[config.mk]
export PLATFORM = sky130hd
export DESIGN_NAME = spi_nor_flash_command_sequencer_flat
export DESIGN_NICKNAME = d
export VERILOG_FILES = /design/src/sv/sfc_pkg.sv /design/src/sv/sfc_in_if.sv /design/src/sv/sfc_out_if.sv /design/src/sv/sfc_in_pipe.sv /design/src/sv/sfc_core.sv /design/src/sv/sfc_out_buf.sv /design/src/sv/spi_nor_flash_command_sequencer.sv /design/src/flat_wrapper.sv
export SDC_FILE = /design/constraint.sdc
export NUM_CORES = 1
export LEC_CHECK = 0
export ABC_AREA = 1
export BUFFER_PORTS_ARGS = -buffer_cell sky130_fd_sc_hd__buf_2
export CAP_MARGIN = 20
export CORE_MARGIN = 1
export CORE_UTILIZATION = 55
export DETAILED_ROUTE_END_ITERATION = 10
export GPL_ROUTABILITY_DRIVEN = 0
export MAX_ROUTING_LAYER = met4
export PLACE_DENSITY = 0.73
export SYNTH_ARGS = -nofsm -noshare
export SYNTH_HDL_FRONTEND = slang
export SYNTH_SLANG_ARGS = --single-unit
[constraint.sdc]
create_clock -name clk -period 7.6 [get_ports clk]
set_clock_uncertainty 0.15 [all_clocks]
set_input_delay 1.52 -clock clk [delete_from_list [all_inputs] [get_ports clk]]
set_output_delay 1.52 -clock clk [all_outputs]
set_load 0.1 [all_outputs]
[src/sv/sfc_pkg.sv]
// ---------------------------------------------------------------------------
// sfc_pkg: shared types, codes and opcode tables for the SPI NOR sequencer
// Action, command, phase and result-kind codes plus the header byte lookup.
// ---------------------------------------------------------------------------
package sfc_pkg;

	localparam int MAX_RES = 4;
	localparam int IDX_W   = $clog2(MAX_RES);
	localparam int CNT_W   = $clog2(MAX_RES + 1);

	typedef enum logic [1:0] {
		ACT_START = 2'd0,
		ACT_HOST  = 2'd1,
		ACT_SPI   = 2'd2
	} action_t;

	localparam logic [3:0] CMD_READ   = 4'd0;
	localparam logic [3:0] CMD_WRITE  = 4'd1;
	localparam logic [3:0] CMD_SERASE = 4'd2;
	localparam logic [3:0] CMD_CERASE = 4'd3;
	localparam logic [3:0] CMD_ID     = 4'd4;
	localparam logic [3:0] CMD_ST1    = 4'd5;
	localparam logic [3:0] CMD_ST2    = 4'd6;
	localparam logic [3:0] CMD_WRST   = 4'd7;
	localparam logic [3:0] CMD_SECWR  = 4'd8;
	localparam logic [3:0] CMD_SECRD  = 4'd9;
	localparam logic [3:0] CMD_SECER  = 4'd10;
	localparam logic [3:0] CMD_PD     = 4'd11;
	localparam logic [3:0] CMD_WAKE   = 4'd12;

	localparam logic [7:0] OP_READ  = 8'h03;
	localparam logic [7:0] OP_PP    = 8'h02;
	localparam logic [7:0] OP_SE    = 8'h20;
	localparam logic [7:0] OP_CE    = 8'hC7;
	localparam logic [7:0] OP_JEDEC = 8'h9F;
	localparam logic [7:0] OP_RDSR1 = 8'h05;
	localparam logic [7:0] OP_RDSR2 = 8'h35;
	localparam logic [7:0] OP_WRSR  = 8'h01;
	localparam logic [7:0] OP_SECWR = 8'h42;
	localparam logic [7:0] OP_SECRD = 8'h48;
	localparam logic [7:0] OP_SECER = 8'h44;
	localparam logic [7:0] OP_PD    = 8'hB9;
	localparam logic [7:0] OP_WAKE  = 8'hAB;
	localparam logic [7:0] OP_WREN  = 8'h06;
	localparam logic [7:0] OP_DUMMY = 8'hFF;

	typedef enum logic [4:0] {
		PH_IDLE      = 5'd0,
		PH_WREN      = 5'd1,
		PH_HDR       = 5'd2,
		PH_PRE_CMD   = 5'd3,
		PH_PRE_WAIT  = 5'd4,
		PH_POST_CMD  = 5'd5,
		PH_POST_WAIT = 5'd6,
		PH_DREQ      = 5'd7,
		PH_DWAIT     = 5'd8,
		PH_READ      = 5'd9
	} phase_t;

	typedef enum logic [2:0] {
		KIND_SEND    = 3'd0,
		KIND_RELEASE = 3'd1,
		KIND_READ    = 3'd2,
		KIND_REQ     = 3'd3,
		KIND_DONE    = 3'd4
	} kind_t;

	typedef struct packed {
		logic [1:0]  action;
		logic [3:0]  command;
		logic [23:0] address;
		logic [15:0] length;
		logic [7:0]  data_byte;
	} sfc_item_t;

	typedef struct packed {
		kind_t       kind;
		logic [7:0]  spi;
		logic [7:0]  host;
		logic [23:0] value;
	} sfc_res_t;

	function automatic logic [7:0] op_byte(input logic [3:0] ac);
		case (ac)
			CMD_READ:   return OP_READ;
			CMD_WRITE:  return OP_PP;
			CMD_SERASE: return OP_SE;
			CMD_CERASE: return OP_CE;
			CMD_ID:     return OP_JEDEC;
			CMD_ST1:    return OP_RDSR1;
			CMD_ST2:    return OP_RDSR2;
			CMD_WRST:   return OP_WRSR;
			CMD_SECWR:  return OP_SECWR;
			CMD_SECRD:  return OP_SECRD;
			CMD_SECER:  return OP_SECER;
			CMD_PD:     return OP_PD;
			CMD_WAKE:   return OP_WAKE;
			default:    return 8'h00;
		endcase
	endfunction

	// header length in bytes, opcode included
	function automatic logic [2:0] hdr_len(input logic [3:0] ac);
		case (ac) inside
			CMD_READ, CMD_WRITE, CMD_SERASE, CMD_SECWR, CMD_SECER: return 3'd4;
			CMD_SECRD: return 3'd5;
			default:   return 3'd1;
		endcase
	endfunction

	function automatic logic needs_wren(input logic [3:0] ac);
		case (ac) inside
			CMD_WRITE, CMD_SERASE, CMD_CERASE, CMD_WRST, CMD_SECWR, CMD_SECER: return 1'b1;
			default: return 1'b0;
		endcase
	endfunction

	function automatic logic [7:0] header_byte(input logic [2:0] i, input logic [3:0] ac,
			input logic [23:0] addr);
		case (i)
			3'd0:    return op_byte(ac);
			3'd1:    return addr[23:16];
			3'd2:    return addr[15:8];
			3'd3:    return addr[7:0];
			default: return OP_DUMMY;
		endcase
	endfunction

	function automatic sfc_res_t send_res(input logic [7:0] b);
		sfc_res_t r;
		r = '0;
		r.kind = KIND_SEND;
		r.spi = b;
		return r;
	endfunction

	function automatic sfc_res_t rel_res();
		sfc_res_t r;
		r = '0;
		r.kind = KIND_RELEASE;
		return r;
	endfunction

	function automatic sfc_res_t read_res(input logic [7:0] d);
		sfc_res_t r;
		r = '0;
		r.kind = KIND_READ;
		r.host = d;
		return r;
	endfunction

	function automatic sfc_res_t req_res();
		sfc_res_t r;
		r = '0;
		r.kind = KIND_REQ;
		return r;
	endfunction

	// done carries the id or status only for the id and status reads
	function automatic sfc_res_t done_res(input logic [3:0] ac, input logic [23:0] ida);
		sfc_res_t r;
		r = '0;
		r.kind = KIND_DONE;
		if (ac == CMD_ID || ac == CMD_ST1 || ac == CMD_ST2) begin
			r.value = ida;
		end
		return r;
	endfunction

endpackage

[src/sv/sfc_in_if.sv]
// ---------------------------------------------------------------------------
// sfc_in_if: request channel into the sequencer
// Valid/ready handshake with start, host-byte and SPI-byte payload.
// ---------------------------------------------------------------------------
interface sfc_in_if;
	logic        valid;
	logic        ready;
	logic [1:0]  action;
	logic [3:0]  command;
	logic [23:0] address;
	logic [15:0] length;
	logic [7:0]  data_byte;

	modport source (output valid, action, command, address, length, data_byte, input ready);
	modport sink (input valid, action, command, address, length, data_byte, output ready);
endinterface

[src/sv/sfc_out_if.sv]
// ---------------------------------------------------------------------------
// sfc_out_if: result channel out of the sequencer
// Valid/ready handshake carrying the results of each request in order.
// ---------------------------------------------------------------------------
interface sfc_out_if;
	logic        valid;
	logic        ready;
	logic [2:0]  out_kind;
	logic [7:0]  spi_byte;
	logic [7:0]  host_byte;
	logic [23:0] result_value;
	logic        last;

	modport source (output valid, out_kind, spi_byte, host_byte, result_value, last,
		input ready);
	modport sink (input valid, out_kind, spi_byte, host_byte, result_value, last,
		output ready);
endinterface

[src/sv/sfc_in_pipe.sv]
// ---------------------------------------------------------------------------
// sfc_in_pipe: input register stages with page offset computation
// Three stages; the address is reduced modulo the page size by a reciprocal
// multiply in stage one and a back-multiply and subtract in stage two.
// ---------------------------------------------------------------------------
module sfc_in_pipe #(
	parameter int PAGE_BYTES = 256,
	localparam int OFF_W = $clog2(PAGE_BYTES)
) (
	input  logic                 clk,
	input  logic                 arst_n,
	sfc_in_if.sink               cmd,
	input  logic                 take,
	output logic                 vld,
	output sfc_pkg::sfc_item_t   item,
	output logic [OFF_W-1:0]     off
);
	import sfc_pkg::*;

	localparam int SH    = 24 + OFF_W;
	localparam int RW    = 26;
	// ceil(2^SH / PAGE_BYTES): exact quotient for every 24-bit address
	localparam logic [63:0] RECIP_L =
		((64'd1 << SH) + 64'(PAGE_BYTES) - 64'd1) / 64'(PAGE_BYTES);
	localparam logic [RW-1:0] RECIP = RECIP_L[RW-1:0];
	// wide enough that the quotient field sits inside the product
	localparam int PW    = SH + 24;

	logic              v_s1, v_s2, v_s3;
	sfc_item_t         item_s1, item_s2, item_s3;
	logic [23:0]       quo_s2;
	logic [OFF_W-1:0]  off_s3;
	logic              en1, en2, en3;
	logic [PW-1:0]     prod;
	logic [23:0]       quo;
	logic [37:0]       back;
	logic [23:0]       rem_full;
	logic [23:0]       rem_fix;
	sfc_item_t         item_in;

	assign en3 = !v_s3 || take;
	assign en2 = !v_s2 || en3;
	assign en1 = !v_s1 || en2;
	assign cmd.ready = en1;

	assign item_in = '{action: cmd.action, command: cmd.command, address: cmd.address,
		length: cmd.length, data_byte: cmd.data_byte};

	assign prod = PW'(item_s1.address) * PW'(RECIP);
	assign quo  = prod[SH +: 24];

	assign back     = 38'(quo_s2) * 38'(PAGE_BYTES);
	assign rem_full = item_s2.address - back[23:0];
	assign rem_fix  = (rem_full >= 24'(PAGE_BYTES)) ? rem_full - 24'(PAGE_BYTES) : rem_full;

	always_ff @(posedge clk or negedge arst_n) begin
		if (!arst_n) begin
			v_s1 <= 1'b0;
			v_s2 <= 1'b0;
			v_s3 <= 1'b0;
		end else begin
			if (en1) v_s1 <= cmd.valid;
			if (en2) v_s2 <= v_s1;
			if (en3) v_s3 <= v_s2;
		end
	end

	always_ff @(posedge clk) begin
		if (en1) begin
			item_s1 <= item_in;
		end
		if (en2) begin
			item_s2 <= item_s1;
			quo_s2  <= quo;
		end
		if (en3) begin
			item_s3 <= item_s2;
			off_s3  <= rem_fix[OFF_W-1:0];
		end
	end

	assign vld  = v_s3;
	assign item = item_s3;
	assign off  = off_s3;

endmodule

[src/sv/sfc_core.sv]
// ---------------------------------------------------------------------------
// sfc_core: command sequencer state and one-step result generation
// Applies one request to the sequencer state and forms its results.
// ---------------------------------------------------------------------------
module sfc_core #(
	parameter int PAGE_BYTES = 256,
	localparam int OFF_W   = $clog2(PAGE_BYTES),
	localparam int CHUNK_W = $clog2(PAGE_BYTES + 1)
) (
	input  logic                        clk,
	input  logic                        arst_n,
	input  logic                        fire,
	input  sfc_pkg::sfc_item_t          item,
	input  logic [OFF_W-1:0]            item_off,
	output sfc_pkg::sfc_res_t           res [sfc_pkg::MAX_RES],
	output logic [sfc_pkg::CNT_W-1:0]   res_cnt
);
	import sfc_pkg::*;

	phase_t              phase_q;
	logic [3:0]          cmd_q;
	logic [23:0]         cur_q;
	logic [15:0]         rem_q;
	logic [CHUNK_W-1:0]  chk_q;
	logic [2:0]          hix_q;
	logic [23:0]         ida_q;
	logic [OFF_W-1:0]    off_q;

	phase_t              ph;
	logic [3:0]          ac;
	logic [23:0]         cur;
	logic [15:0]         rem;
	logic [CHUNK_W-1:0]  chk;
	logic [2:0]          hix;
	logic [23:0]         ida;
	logic [OFF_W-1:0]    off;
	logic [CNT_W-1:0]    n;
	logic [15:0]         left;
	logic [CHUNK_W-1:0]  room;
	sfc_res_t            rc [MAX_RES];

	always_comb begin
		ph   = phase_q;
		ac   = cmd_q;
		cur  = cur_q;
		rem  = rem_q;
		chk  = chk_q;
		hix  = hix_q;
		ida  = ida_q;
		off  = off_q;
		n    = '0;
		left = '0;
		room = CHUNK_W'(PAGE_BYTES) - CHUNK_W'(off_q);
		for (int i = 0; i < MAX_RES; i++) rc[i] = '0;

		if (fire) begin
			case (item.action)
				ACT_START: begin
					if (ph == PH_IDLE) begin
						ac  = item.command;
						cur = item.address;
						rem = item.length;
						chk = '0;
						hix = '0;
						ida = '0;
						off = item_off;
						if (ac > CMD_WAKE) begin
							rc[n[IDX_W-1:0]] = done_res(ac, ida); n = n + 1'b1;
							ph = PH_IDLE;
						end else if (needs_wren(ac)) begin
							rc[n[IDX_W-1:0]] = send_res(OP_WREN); n = n + 1'b1;
							ph = PH_WREN;
						end else begin
							rc[n[IDX_W-1:0]] = send_res(header_byte(3'd0, ac, cur)); n = n + 1'b1;
							ph = PH_HDR;
						end
					end
				end
				ACT_HOST: begin
					if (ph == PH_DREQ) begin
						rc[n[IDX_W-1:0]] = send_res(item.data_byte); n = n + 1'b1;
						if (ac == CMD_WRITE) begin
							chk = chk - 1'b1;
							rem = rem - 1'b1;
							// page offset follows the cursor, reset at the page end or on 24-bit wrap
							if (cur == 24'hFFFFFF || off == OFF_W'(PAGE_BYTES - 1)) off = '0;
							else off = off + 1'b1;
							cur = cur + 1'b1;
						end else if (ac == CMD_SECWR) begin
							rem = rem - 1'b1;
						end else begin
							chk = chk - 1'b1;
						end
						ph = PH_DWAIT;
					end
				end
				ACT_SPI: begin
					case (ph)
						PH_WREN: begin
							rc[n[IDX_W-1:0]] = rel_res(); n = n + 1'b1;
							if (ac == CMD_SERASE || ac == CMD_SECER) begin
								rc[n[IDX_W-1:0]] = send_res(OP_RDSR1); n = n + 1'b1;
								ph = PH_PRE_CMD;
							end else begin
								if (ac == CMD_WRITE) begin
									// chunk stops at the next page boundary
									if (17'(rem) < 17'(room)) chk = CHUNK_W'(rem);
									else chk = room;
								end
								hix = '0;
								rc[n[IDX_W-1:0]] = send_res(header_byte(3'd0, ac, cur)); n = n + 1'b1;
								ph = PH_HDR;
							end
						end
						PH_HDR: begin
							hix = hix + 1'b1;
							if (hix < hdr_len(ac)) begin
								rc[n[IDX_W-1:0]] = send_res(header_byte(hix, ac, cur)); n = n + 1'b1;
							end else begin
								case (ac) inside
									CMD_READ, CMD_SECRD: begin
										if (rem != '0) begin
											rc[n[IDX_W-1:0]] = send_res(OP_DUMMY); n = n + 1'b1;
											ph = PH_READ;
										end else begin
											rc[n[IDX_W-1:0]] = rel_res(); n = n + 1'b1;
											rc[n[IDX_W-1:0]] = done_res(ac, ida); n = n + 1'b1;
											ph = PH_IDLE;
										end
									end
									CMD_WRITE, CMD_SECWR: begin
										if ((ac == CMD_WRITE) ? (chk != '0) : (rem != '0)) begin
											rc[n[IDX_W-1:0]] = req_res(); n = n + 1'b1;
											ph = PH_DREQ;
										end else begin
											rc[n[IDX_W-1:0]] = rel_res(); n = n + 1'b1;
											rc[n[IDX_W-1:0]] = send_res(OP_RDSR1); n = n + 1'b1;
											ph = PH_POST_CMD;
										end
									end
									CMD_WRST: begin
										chk = CHUNK_W'(2);
										rc[n[IDX_W-1:0]] = req_res(); n = n + 1'b1;
										ph = PH_DREQ;
									end
									CMD_SERASE, CMD_CERASE, CMD_SECER: begin
										rc[n[IDX_W-1:0]] = rel_res(); n = n + 1'b1;
										rc[n[IDX_W-1:0]] = send_res(OP_RDSR1); n = n + 1'b1;
										ph = PH_POST_CMD;
									end
									CMD_ID, CMD_ST1, CMD_ST2: begin
										ida = '0;
										chk = (ac == CMD_ID) ? CHUNK_W'(3) : CHUNK_W'(1);
										rc[n[IDX_W-1:0]] = send_res(OP_DUMMY); n = n + 1'b1;
										ph = PH_READ;
									end
									default: begin
										rc[n[IDX_W-1:0]] = rel_res(); n = n + 1'b1;
										rc[n[IDX_W-1:0]] = done_res(ac, ida); n = n + 1'b1;
										ph = PH_IDLE;
									end
								endcase
							end
						end
						PH_PRE_CMD: begin
							rc[n[IDX_W-1:0]] = send_res(OP_DUMMY); n = n + 1'b1;
							ph = PH_PRE_WAIT;
						end
						PH_POST_CMD: begin
							rc[n[IDX_W-1:0]] = send_res(OP_DUMMY); n = n + 1'b1;
							ph = PH_POST_WAIT;
						end
						PH_PRE_WAIT: begin
							if (item.data_byte[0]) begin
								rc[n[IDX_W-1:0]] = send_res(OP_DUMMY); n = n + 1'b1;
							end else begin
								rc[n[IDX_W-1:0]] = rel_res(); n = n + 1'b1;
								hix = '0;
								rc[n[IDX_W-1:0]] = send_res(header_byte(3'd0, ac, cur)); n = n + 1'b1;
								ph = PH_HDR;
							end
						end
						PH_POST_WAIT: begin
							if (item.data_byte[0]) begin
								rc[n[IDX_W-1:0]] = send_res(OP_DUMMY); n = n + 1'b1;
							end else begin
								rc[n[IDX_W-1:0]] = rel_res(); n = n + 1'b1;
								if (ac == CMD_WRITE && rem != '0) begin
									rc[n[IDX_W-1:0]] = send_res(OP_WREN); n = n + 1'b1;
									ph = PH_WREN;
								end else begin
									rc[n[IDX_W-1:0]] = done_res(ac, ida); n = n + 1'b1;
									ph = PH_IDLE;
								end
							end
						end
						PH_DWAIT: begin
							left = (ac == CMD_SECWR) ? rem : 16'(chk);
							if (left != '0) begin
								rc[n[IDX_W-1:0]] = req_res(); n = n + 1'b1;
								ph = PH_DREQ;
							end else begin
								rc[n[IDX_W-1:0]] = rel_res(); n = n + 1'b1;
								if (ac == CMD_WRST) begin
									rc[n[IDX_W-1:0]] = done_res(ac, ida); n = n + 1'b1;
									ph = PH_IDLE;
								end else begin
									rc[n[IDX_W-1:0]] = send_res(OP_RDSR1); n = n + 1'b1;
									ph = PH_POST_CMD;
								end
							end
						end
						PH_READ: begin
							if (ac == CMD_READ || ac == CMD_SECRD) begin
								rc[n[IDX_W-1:0]] = read_res(item.data_byte); n = n + 1'b1;
								rem  = rem - 1'b1;
								left = rem;
							end else begin
								ida  = {ida[15:0], item.data_byte};
								chk  = chk - 1'b1;
								left = 16'(chk);
							end
							if (left != '0) begin
								rc[n[IDX_W-1:0]] = send_res(OP_DUMMY); n = n + 1'b1;
							end else begin
								rc[n[IDX_W-1:0]] = rel_res(); n = n + 1'b1;
								rc[n[IDX_W-1:0]] = done_res(ac, ida); n = n + 1'b1;
								ph = PH_IDLE;
							end
						end
						default: ;
					endcase
				end
				default: ;
			endcase
		end
	end

	assign res     = rc;
	assign res_cnt = n;

	always_ff @(posedge clk or negedge arst_n) begin
		if (!arst_n) begin
			phase_q <= PH_IDLE;
			cmd_q   <= '0;
			cur_q   <= '0;
			rem_q   <= '0;
			chk_q   <= '0;
			hix_q   <= '0;
			ida_q   <= '0;
			off_q   <= '0;
		end else begin
			phase_q <= ph;
			cmd_q   <= ac;
			cur_q   <= cur;
			rem_q   <= rem;
			chk_q   <= chk;
			hix_q   <= hix;
			ida_q   <= ida;
			off_q   <= off;
		end
	end

endmodule

[src/sv/sfc_out_buf.sv]
// ---------------------------------------------------------------------------
// sfc_out_buf: result register bank drained one result per cycle while evt.ready is high
// Holds the results of one request and presents them in order.
// ---------------------------------------------------------------------------
module sfc_out_buf (
	input  logic                        clk,
	input  logic                        arst_n,
	input  logic                        load,
	input  sfc_pkg::sfc_res_t           res [sfc_pkg::MAX_RES],
	input  logic [sfc_pkg::CNT_W-1:0]   res_cnt,
	output logic                        free,
	sfc_out_if.source                   evt
);
	import sfc_pkg::*;

	sfc_res_t          res_q [MAX_RES];
	logic [CNT_W-1:0]  cnt_q;
	logic [CNT_W-1:0]  idx_q;
	logic [CNT_W-1:0]  idx_nxt;
	logic              vld;
	logic              pop;
	sfc_res_t          cur;

	assign idx_nxt = idx_q + 1'b1;
	assign vld     = idx_q < cnt_q;
	assign pop     = vld && evt.ready;
	assign free    = !vld || (pop && idx_nxt == cnt_q);
	assign cur     = res_q[idx_q[IDX_W-1:0]];

	always_ff @(posedge clk or negedge arst_n) begin
		if (!arst_n) begin
			cnt_q <= '0;
			idx_q <= '0;
		end else if (load) begin
			cnt_q <= res_cnt;
			idx_q <= '0;
		end else if (pop) begin
			idx_q <= idx_nxt;
		end
	end

	always_ff @(posedge clk) begin
		if (load) res_q <= res;
	end

	assign evt.valid        = vld;
	assign evt.out_kind     = cur.kind;
	assign evt.spi_byte     = cur.spi;
	assign evt.host_byte    = cur.host;
	assign evt.result_value = cur.value;
	assign evt.last         = idx_nxt == cnt_q;

endmodule

[src/sv/spi_nor_flash_command_sequencer.sv]
// ---------------------------------------------------------------------------
// spi_nor_flash_command_sequencer: SPI NOR flash command sequencer
// Turns host commands into SPI byte, chip-select and host data results.
// ---------------------------------------------------------------------------
// Usage:
//   cmd (sink): one request per handshake. action selects start command,
//   host write byte or SPI byte received. Every send result must later be
//   answered by one SPI-byte request, every write-byte request by one
//   host-byte request; requests that do not fit the current step are dropped.
//   evt (source): results in order, last marks the final result of a request.
//   Path: a request is registered, then passes two more stages that
//   reduce the address modulo PAGE_BYTES; once the result bank is free
//   its results are registered there and presented in order.
//   Throughput: one request per cycle while each yields at most one result
//   and evt.ready stays high; a request with n results (n up to 3) holds
//   the single result register bank until all n are drained, one entry
//   per cycle, and the next request waits for it.
//   Reset: sequencer idle, all counters cleared and the result bank emptied.
//   Stall: when evt.ready is low the result bank holds, the input stages fill,
//   and cmd.ready drops once all three are occupied.
// ---------------------------------------------------------------------------
module spi_nor_flash_command_sequencer #(
	parameter int PAGE_BYTES = 256
) (
	input  logic       clk,
	input  logic       arst_n,
	sfc_in_if.sink     cmd,
	sfc_out_if.source  evt
);
	import sfc_pkg::*;

	localparam int OFF_W = $clog2(PAGE_BYTES);

	logic              vld;
	logic              fire;
	logic              free;
	sfc_item_t         item;
	logic [OFF_W-1:0]  item_off;
	sfc_res_t          res [MAX_RES];
	logic [CNT_W-1:0]  res_cnt;

	assign fire = vld && free;

	sfc_in_pipe #(.PAGE_BYTES(PAGE_BYTES)) u_in (
		.clk    (clk),
		.arst_n (arst_n),
		.cmd    (cmd),
		.take   (fire),
		.vld    (vld),
		.item   (item),
		.off    (item_off)
	);

	sfc_core #(.PAGE_BYTES(PAGE_BYTES)) u_core (
		.clk      (clk),
		.arst_n   (arst_n),
		.fire     (fire),
		.item     (item),
		.item_off (item_off),
		.res      (res),
		.res_cnt  (res_cnt)
	);

	sfc_out_buf u_out (
		.clk     (clk),
		.arst_n  (arst_n),
		.load    (fire),
		.res     (res),
		.res_cnt (res_cnt),
		.free    (free),
		.evt     (evt)
	);

endmodule

[src/flat_wrapper.sv]
// flat-port wrapper written by rule: the top's interface ports become plain ports
module spi_nor_flash_command_sequencer_flat import sfc_pkg::*;
#(
	parameter int PAGE_BYTES = 256
)
  (clk, arst_n, cmd_valid, cmd_action, cmd_command, cmd_address, cmd_length, cmd_data_byte, cmd_ready, evt_valid, evt_out_kind, evt_spi_byte, evt_host_byte, evt_result_value, evt_last, evt_ready);
  sfc_in_if cmd_i ();
  sfc_out_if evt_i ();
  input  logic clk;
  input  logic arst_n;
  input wire logic [$bits(cmd_i.valid)-1:0] cmd_valid;
  input wire logic [$bits(cmd_i.action)-1:0] cmd_action;
  input wire logic [$bits(cmd_i.command)-1:0] cmd_command;
  input wire logic [$bits(cmd_i.address)-1:0] cmd_address;
  input wire logic [$bits(cmd_i.length)-1:0] cmd_length;
  input wire logic [$bits(cmd_i.data_byte)-1:0] cmd_data_byte;
  output wire logic [$bits(cmd_i.ready)-1:0] cmd_ready;
  output wire logic [$bits(evt_i.valid)-1:0] evt_valid;
  output wire logic [$bits(evt_i.out_kind)-1:0] evt_out_kind;
  output wire logic [$bits(evt_i.spi_byte)-1:0] evt_spi_byte;
  output wire logic [$bits(evt_i.host_byte)-1:0] evt_host_byte;
  output wire logic [$bits(evt_i.result_value)-1:0] evt_result_value;
  output wire logic [$bits(evt_i.last)-1:0] evt_last;
  input wire logic [$bits(evt_i.ready)-1:0] evt_ready;
  assign cmd_i.valid = cmd_valid;
  assign cmd_i.action = cmd_action;
  assign cmd_i.command = cmd_command;
  assign cmd_i.address = cmd_address;
  assign cmd_i.length = cmd_length;
  assign cmd_i.data_byte = cmd_data_byte;
  assign cmd_ready = cmd_i.ready;
  assign evt_valid = evt_i.valid;
  assign evt_out_kind = evt_i.out_kind;
  assign evt_spi_byte = evt_i.spi_byte;
  assign evt_host_byte = evt_i.host_byte;
  assign evt_result_value = evt_i.result_value;
  assign evt_last = evt_i.last;
  assign evt_i.ready = evt_ready;
  spi_nor_flash_command_sequencer #(.PAGE_BYTES(PAGE_BYTES)) u_core (.clk(clk), .arst_n(arst_n), .cmd(cmd_i), .evt(evt_i));
endmodule
==> results_dict.tcl, run 1 <==
set metrics [dict create \
    critPathSlowestCell "inv_2" \
    clkLatencyLatePin_ps 530 \
    grt_pass1_vias 12600 \
    finalCritPeriodShare_pct 69.4 \
    ys.warnings.count 0 \
    diodes 0 \
    numCtsBuffers 38 \
    p_leak_uw 0.00863 \
    clk_pin_slew_ps 60 \
    crit_path_start_kind "flop" \
    drv_slew 0 \
    wl_um 41000 \
    rsz0062_at_grt "false" \
    synth_edf_count 240 \
    rows 64 \
    portBuffers 103 \
    ios 104 \
    maxCapViolCount 0 \
    start_util_pct 56.4 \
    synth_fa_ha_area_share_pct 2.87 \
    end_kind "output port" \
    finalHoldViolations 0 \
    hold_buffers 0 \
    slowest_delay_ps 460 \
    drc 12 \
    pwr_density_cell_nw_per_um2 474 \
    combPwrFrac_pct 44.7 \
    async_flop_share_pct 28.7 \
    fin_crit_ps 5280 \
    syn_inst 1916 \
    final_nets 2131 \
    p_int_uw 5020 \
    syn2layout_area_growth_pct 13.5 \
    dieHeight_um 180 \
    max_freq_mhz 190 \
    viasPerCell 5.65 \
    p_clk_share_pct 21.5 \
    setup-violations-final 0 \
    p_switching_uw 4340 \
    synth_seq_cells 348 \
    ant_nets 0 \
    worstPathArrival_ps 3610 \
    post_cts_buffers 0 \
    core_area_um2 30900 \
    crit_fanout 37 \
    yosys.area_share.simple_pct 23.5 \
    hold_ws_ps 260 \
    clkSinkCount 348 \
    synth_compound_area_share_pct 9.40 \
    synth_mux_area_share_pct 0.0575 \
    setup.worst_path.class "flop to output port" \
    status "complete, but fails checks" \
    first_pass_iters 9 \
    clockBufferDepth 3 \
    fp.dieArea_um2 32400 \
    antenna_found_initial 0 \
    grt_usage_pct 26.1 \
    drtIter0Drc 1644 \
    synthFlopType "edfxtp_1" \
    yosysSeqAreaShare_pct 56.7 \
    cts_resized 0 \
    post_drt_wl_per_cell_um 16.7 \
    hpwl_um 28300 \
    switching_share_pct 46.3 \
    cts_tree "yes" \
    ir_drop_mv 0.286 \
    synthXorXnorAreaFrac_pct 1.21 \
    cts_max_level 2 \
    die-width_um 180 \
    grt_first_pass_wirelength_um 65600 \
    cts-root-buf "clkbuf_16" \
    drive_gt1_share_pct 11.5 \
    hold_path.class "flop to flop" \
    synth_top_family_by_area "simple AND/OR/NAND/NOR gates" \
    syn_avg_cell_area_um2 9.09 \
    seqPwrFrac_pct 33.9 \
    overflow 0 \
    violations "design-rule violations" \
    cp_cell_sequence "buf_4 -> inv_2 -> ha_1 -> nor3_1 -> nand3_1 -> nand2_1 -> nor2_1 -> inv_2 -> buf_4 -> nor2_1 -> nand2_2 -> buf_2" \
    grt_max_degree 80 \
    final.setup.tns_ps 0 \
    worstPathRequired_ps 5930 \
    relSlewSlack_pct 34.8 \
    tightest_slew_ps 978 \
    netlist-cell-type-count 48 \
    syn-cell-area_um2 17400 \
    vias 13900 \
]
## power groups by stage
| stage | logic [µW] | registers, µW | clock network (µW) |
|---|---|---|---|
| after floorplan | 3260 | 3060 | 0 |
| final | 4180 | 3170 | 2010 |
| after global placement | 4010 | 3180 | 0 |
| after global routing | 4580 | 3240 | 2120 |
| after CTS | 4110 | 3170 | 2050 |
| after detailed placement | 4080 | 3190 | 0 |
## flip-flops by register name (all words and copies together) (netlist names), named ones only
name                   flops
u_core.u_out.res_q        78
u_core.u_in.item_s1       54
u_core.u_in.item_s2       54
u_core.u_in.item          47
u_core.u_core.cur_q       24
u_core.u_core.ida_q       24
u_core.u_core.rem_q       16
u_core.u_core.chk_q        9
u_core.u_core.off_q        8
u_core.u_in.off            7
u_core.u_core.cmd_q        4
u_core.u_core.phase_q      4
u_core.u_core.hix_q        3
u_core.u_out.idx_q         3
u_core.u_out.cnt_q         2
u_core.u_in.v_s1           1
u_core.u_in.v_s2           1
u_core.u_in.vld            1
## per-layer routing
layer / global-route usage, % / up-vias / part of all wire (%)
met5: - / - / 0
met4: 8.66 / 0 / 3.2
met3: 4.21 / 111 / 8.3
met2: 39.7 / 669 / 45
met1: 35.8 / 6420 / 44
li1: - / 6695 / -
## kinds of logic (layout without fill, tap and decap cells)
group,count (synthesis),after routing
compound gates,294,294
fa+ha+maj,40,40
other cells,1,24
flops,348,348
xor+xnor,24,24
mux,1,1
simple gates,937,937
buf+inv,271,395
## cells in the mapped netlist, drive strengths merged, types with 18 or more instances
library cell | number | area [µm²]
nand3 | 228 | 1210
o22ai | 18 | 113
xor2 | 21 | 184
nor3 | 35 | 196
edfxtp | 240 | 7210
clkbuf | 40 | 150
nor2 | 149 | 607
o21ai | 170 | 851
a21oi | 59 | 329
inv | 203 | 762
buf | 26 | 168
dfrtp | 100 | 2500
nand2 | 492 | 1870
ha | 40 | 500
## path summary, 6_finish.rpt
path	from	cells past startpoint	endpoint	slack, ps
worst max-delay path	u_core.u_out.idx_q[0]	12	cmd_ready	2320
worst max register to register	u_core.u_core.cmd_q[0]	15	u_core.u_out.res_q[161]	3170
worst min register to register	u_core.u_in.item_s1[34]	0	u_core.u_in.item_s2[34]	260
min in group asynchronous	arst_n	1	u_core.u_out.cnt_q[1]	790
max in group asynchronous	arst_n	3	u_core.u_core.off_q[4]	5560
worst min-delay path	u_core.u_in.item_s1[34]	0	u_core.u_in.item_s2[34]	260
## placed cells by master, fill, tap and decap left out, drive strengths merged, types with 2 or more instances in the layout
cell type,instances
a22oi,2
clkbuf,48
a31oi,9
bufinv,8
conb,24
nor4,4
clkinv,10
edfxtp,240
ha,40
nand4,17
o21ai,170
or2,3
dfxtp,8
xnor2,3
o221ai,3
inv,205
and2,3
nor2,149
o211ai,15
nand2,492
buf,120
xor2,21
a211oi,5
o21a,5
nor3,35
nand3b,5
nand3,228
o22ai,18
o31ai,6
dfrtp,100
clkinvlp,4
a21oi,59
## worst max-delay path: cells and delay by family, from the launching register on
family	cells	cell delay [ps]
buffers and inverters	5	1560
adders and majority gates	1	340
and+or+nand+nor	6	790
DFF	1	360
## cell type report
cell class                 instances  area (µm²)
sequential                       348        9870
fill                            2482       11100
clock buffer                      48        1050
multi-input combinational       1320        6560
timing repair buffer             120         689
inverter                         205         769
clock inverter                    22         332
tap                              396         495
## stage by stage
step	cells	total power, µW	setup WS, ps	utilization [%]	cell area, µm²
CTS	2457	9320	2320	63.8	19700
global placement	2386	7190	2860	59.3	18300
detailed placement	2387	7270	2850	59.3	18300
floorplan	1939	6320	585	-	17500
global route	2459	9930	2120	64.0	19800
finish	2459	9360	2320	64.0	19800
(Power assumes the default switching activity.)
==> inputs of run 2 (changes only) <==
--- a/config.mk
+++ b/config.mk
@@ -13,7 +13,7 @@
 export DETAILED_ROUTE_END_ITERATION = 10
 export GPL_ROUTABILITY_DRIVEN = 0
 export MAX_ROUTING_LAYER = met4
-export PLACE_DENSITY = 0.73
+export PLACE_DENSITY = 0.76
 export SYNTH_ARGS = -nofsm -noshare
 export SYNTH_HDL_FRONTEND = slang
 export SYNTH_SLANG_ARGS = --single-unit
==> constraint.sdc (replaced) <==
create_clock -name clk -period 4.5 [get_ports clk]
set_clock_uncertainty 0.15 [all_clocks]
set_input_delay 0.9 -clock clk [delete_from_list [all_inputs] [get_ports clk]]
set_output_delay 0.9 -clock clk [all_outputs]
set_load 0.1 [all_outputs]
==> run 2 against run 1 <==
Against the previous run:
- the flow still finishes with violations (design-rule violations)
- sequential cell count stayed put
- power is 65% higher
- sequential share of layout area is 0.46 points higher
- utilization is 0.58 points lower
- first-iteration DRC count is 14% higher
- cell area is 0.91% lower
- non-clock buffer count is 2 higher
- largest cell class unchanged
- largest power group unchanged
==> results_dict.tcl, run 2 (synthesis results as in run 1) <==
set metrics [dict create \
    final_cell_mix "nand2_1, edfxtp_1, nand3_1" \
    grt-busiest-layer "met2" \
    drc 11 \
    overflow 0 \
    p_leak_uw 0.00857 \
    drv_slew 0 \
    crit_path_start_kind "flop" \
    end_kind "output port" \
    max_freq_mhz 235 \
    die-width_um 180 \
    use_met1_pct 35.7 \
    cts_resized 0 \
    whs_path_depth 0 \
    start_util_pct 56.4 \
    grt_first_pass_wirelength_um 66600 \
    fin_crit_ps 4250 \
    largest_register_ffs 78 \
    relSlewSlack_pct 25.3 \
    r2r-end "u_core.u_out.res_q[166]" \
    r2r-start "u_core.u_core.cmd_q[0]" \
    grt_pass1_vias 13100 \
    viasPerCell 5.70 \
    dieHeight_um 180 \
    hold_path.class "flop to flop" \
    grt_max_degree 79 \
    cts-root-buf "clkbuf_16" \
    top_regs "u_core.u_out.res_q: 78 flops, u_core.u_in.item_s1: 54 flops, u_core.u_in.item_s2: 54 flops" \
    rr_worst_depth 15 \
    placed_area_um2 18400 \
    crit_path_end "cmd_ready" \
    fp.dieArea_um2 32400 \
    hold_ws_ps 259 \
    pwr_density_cell_nw_per_um2 788 \
    final.setup.tns_ps 0 \
    syn2layout_area_growth_pct 12.5 \
    drive_gt1_share_pct 11.8 \
    cts_max_level 2 \
    regToRegSetupSlack_ps 430 \
    portBuffers 103 \
    top_register "u_core.u_out.res_q" \
    setup.worst_path.class "flop to output port" \
    drtIter0Drc 1878 \
    hold_buffers 0 \
    final_common_cell "nand2_1" \
    worstPathRequired_ps 3450 \
    rows 64 \
    clk_pin_slew_ps 60 \
    antenna_found_initial 0 \
    wl_um 41000 \
    finalHoldViolations 0 \
    final_util_pct 63.4 \
    numCtsBuffers 37 \
    rsz0062_at_grt "false" \
    vias 14000 \
    ir_drop_mv 0.531 \
    dp.cells 2391 \
    layout.cells.non_filler 2458 \
    worstPathArrival_ps 3200 \
    clkSinkCount 348 \
    hpwl_um 29300 \
    post_cts_buffers 0 \
    first_pass_iters 9 \
    setup-violations-final 0 \
    clkLatencyLatePin_ps 520 \
    crit_fanout 24 \
    grt_usage_pct 26.2 \
    finalCritPeriodShare_pct 94.5 \
    final_area_um2 19600 \
    post_drt_wl_per_cell_um 16.7 \
    tightest_slew_ps 1120 \
    violations "design-rule violations" \
    status "complete, but fails checks" \
    use_met3_pct 4.34 \
    grt_use_met2_pct 40.2 \
    maxCapViolCount 0 \
    core_area_um2 30900 \
    ios 104 \
    final_nets 2132 \
    ant_nets 0 \
    startpoint "u_core.u_out.idx_q[0]" \
    diodes 0 \
    cts_tree "yes" \
    clockBufferDepth 3 \
]
-- run 2: cell count changes in the layout (fill, tap and decap cells not counted), sizes merged --
cell      delta
clkbuf       -3
clkinvlp     -1
inv          +1
bufinv       -5
clkinv       +5
buf          +2
-- run 2: through the flow --
step                power, µW  setup WS (ps)
floorplan               10700            234
global placement        12100            826
detailed placement      12300            606
CTS                     15400            217
global route            16400           34.6
finish                  15400            247
-- run 2: metal layers --
| metal | share of wire, % | vias to the layer above | routed length (µm) |
|---|---|---|---|
| met2 | 45 | 697 | 18400 |
| met5 | 0 | - | 0 |
| met1 | 43 | 6507 | 17700 |
| met4 | 3.1 | 0 | 1260 |
| met3 | 8.9 | 116 | 3630 |
| li1 | - | 6702 | - |
-- run 2: report_power, final --
group	switching, µW	total, µW	internal [µW]
clock network	1230	3030	1800
logic	5440	7040	1600
registers	617	5360	4740
-- run 2: worst max-delay path: stages, from the launching register on --
cell and delay (ps):
dfrtp_1 510, ha_1 380, inv_1 70, nor2_1 100, nor3_1 70, nand3_1 70
nand2_1 80, nor2_1 300, clkinv_4 330, nor2_1 360, nand2_4 100, buf_2 310
-- run 2: worst min path at each step --
stage | start | endpoint | slack [ps]
final | u_core.u_in.item_s2[35] | u_core.u_in.item[35] | 260
after global routing | u_core.u_in.item_s1[25] | u_core.u_in.item_s2[25] | 270
after CTS | u_core.u_in.item_s2[29] | u_core.u_in.off[5] | 270
after detailed placement | u_core.u_in.item_s2[12] | u_core.u_in.item[12] | 250
after global placement | u_core.u_in.item_s2[27] | u_core.u_in.off[3] | 250
after floorplan | u_core.u_in.item_s2[0] | u_core.u_in.item[0] | 250
-- run 2: layout make-up --
cell class | instances | area (µm²)
inverter | 205 | 774
timing repair buffer | 122 | 661
clock buffer | 45 | 1020
sequential | 348 | 9870
multi-input combinational | 1320 | 6560
tap | 396 | 495
clock inverter | 22 | 208
fill | 2532 | 11300
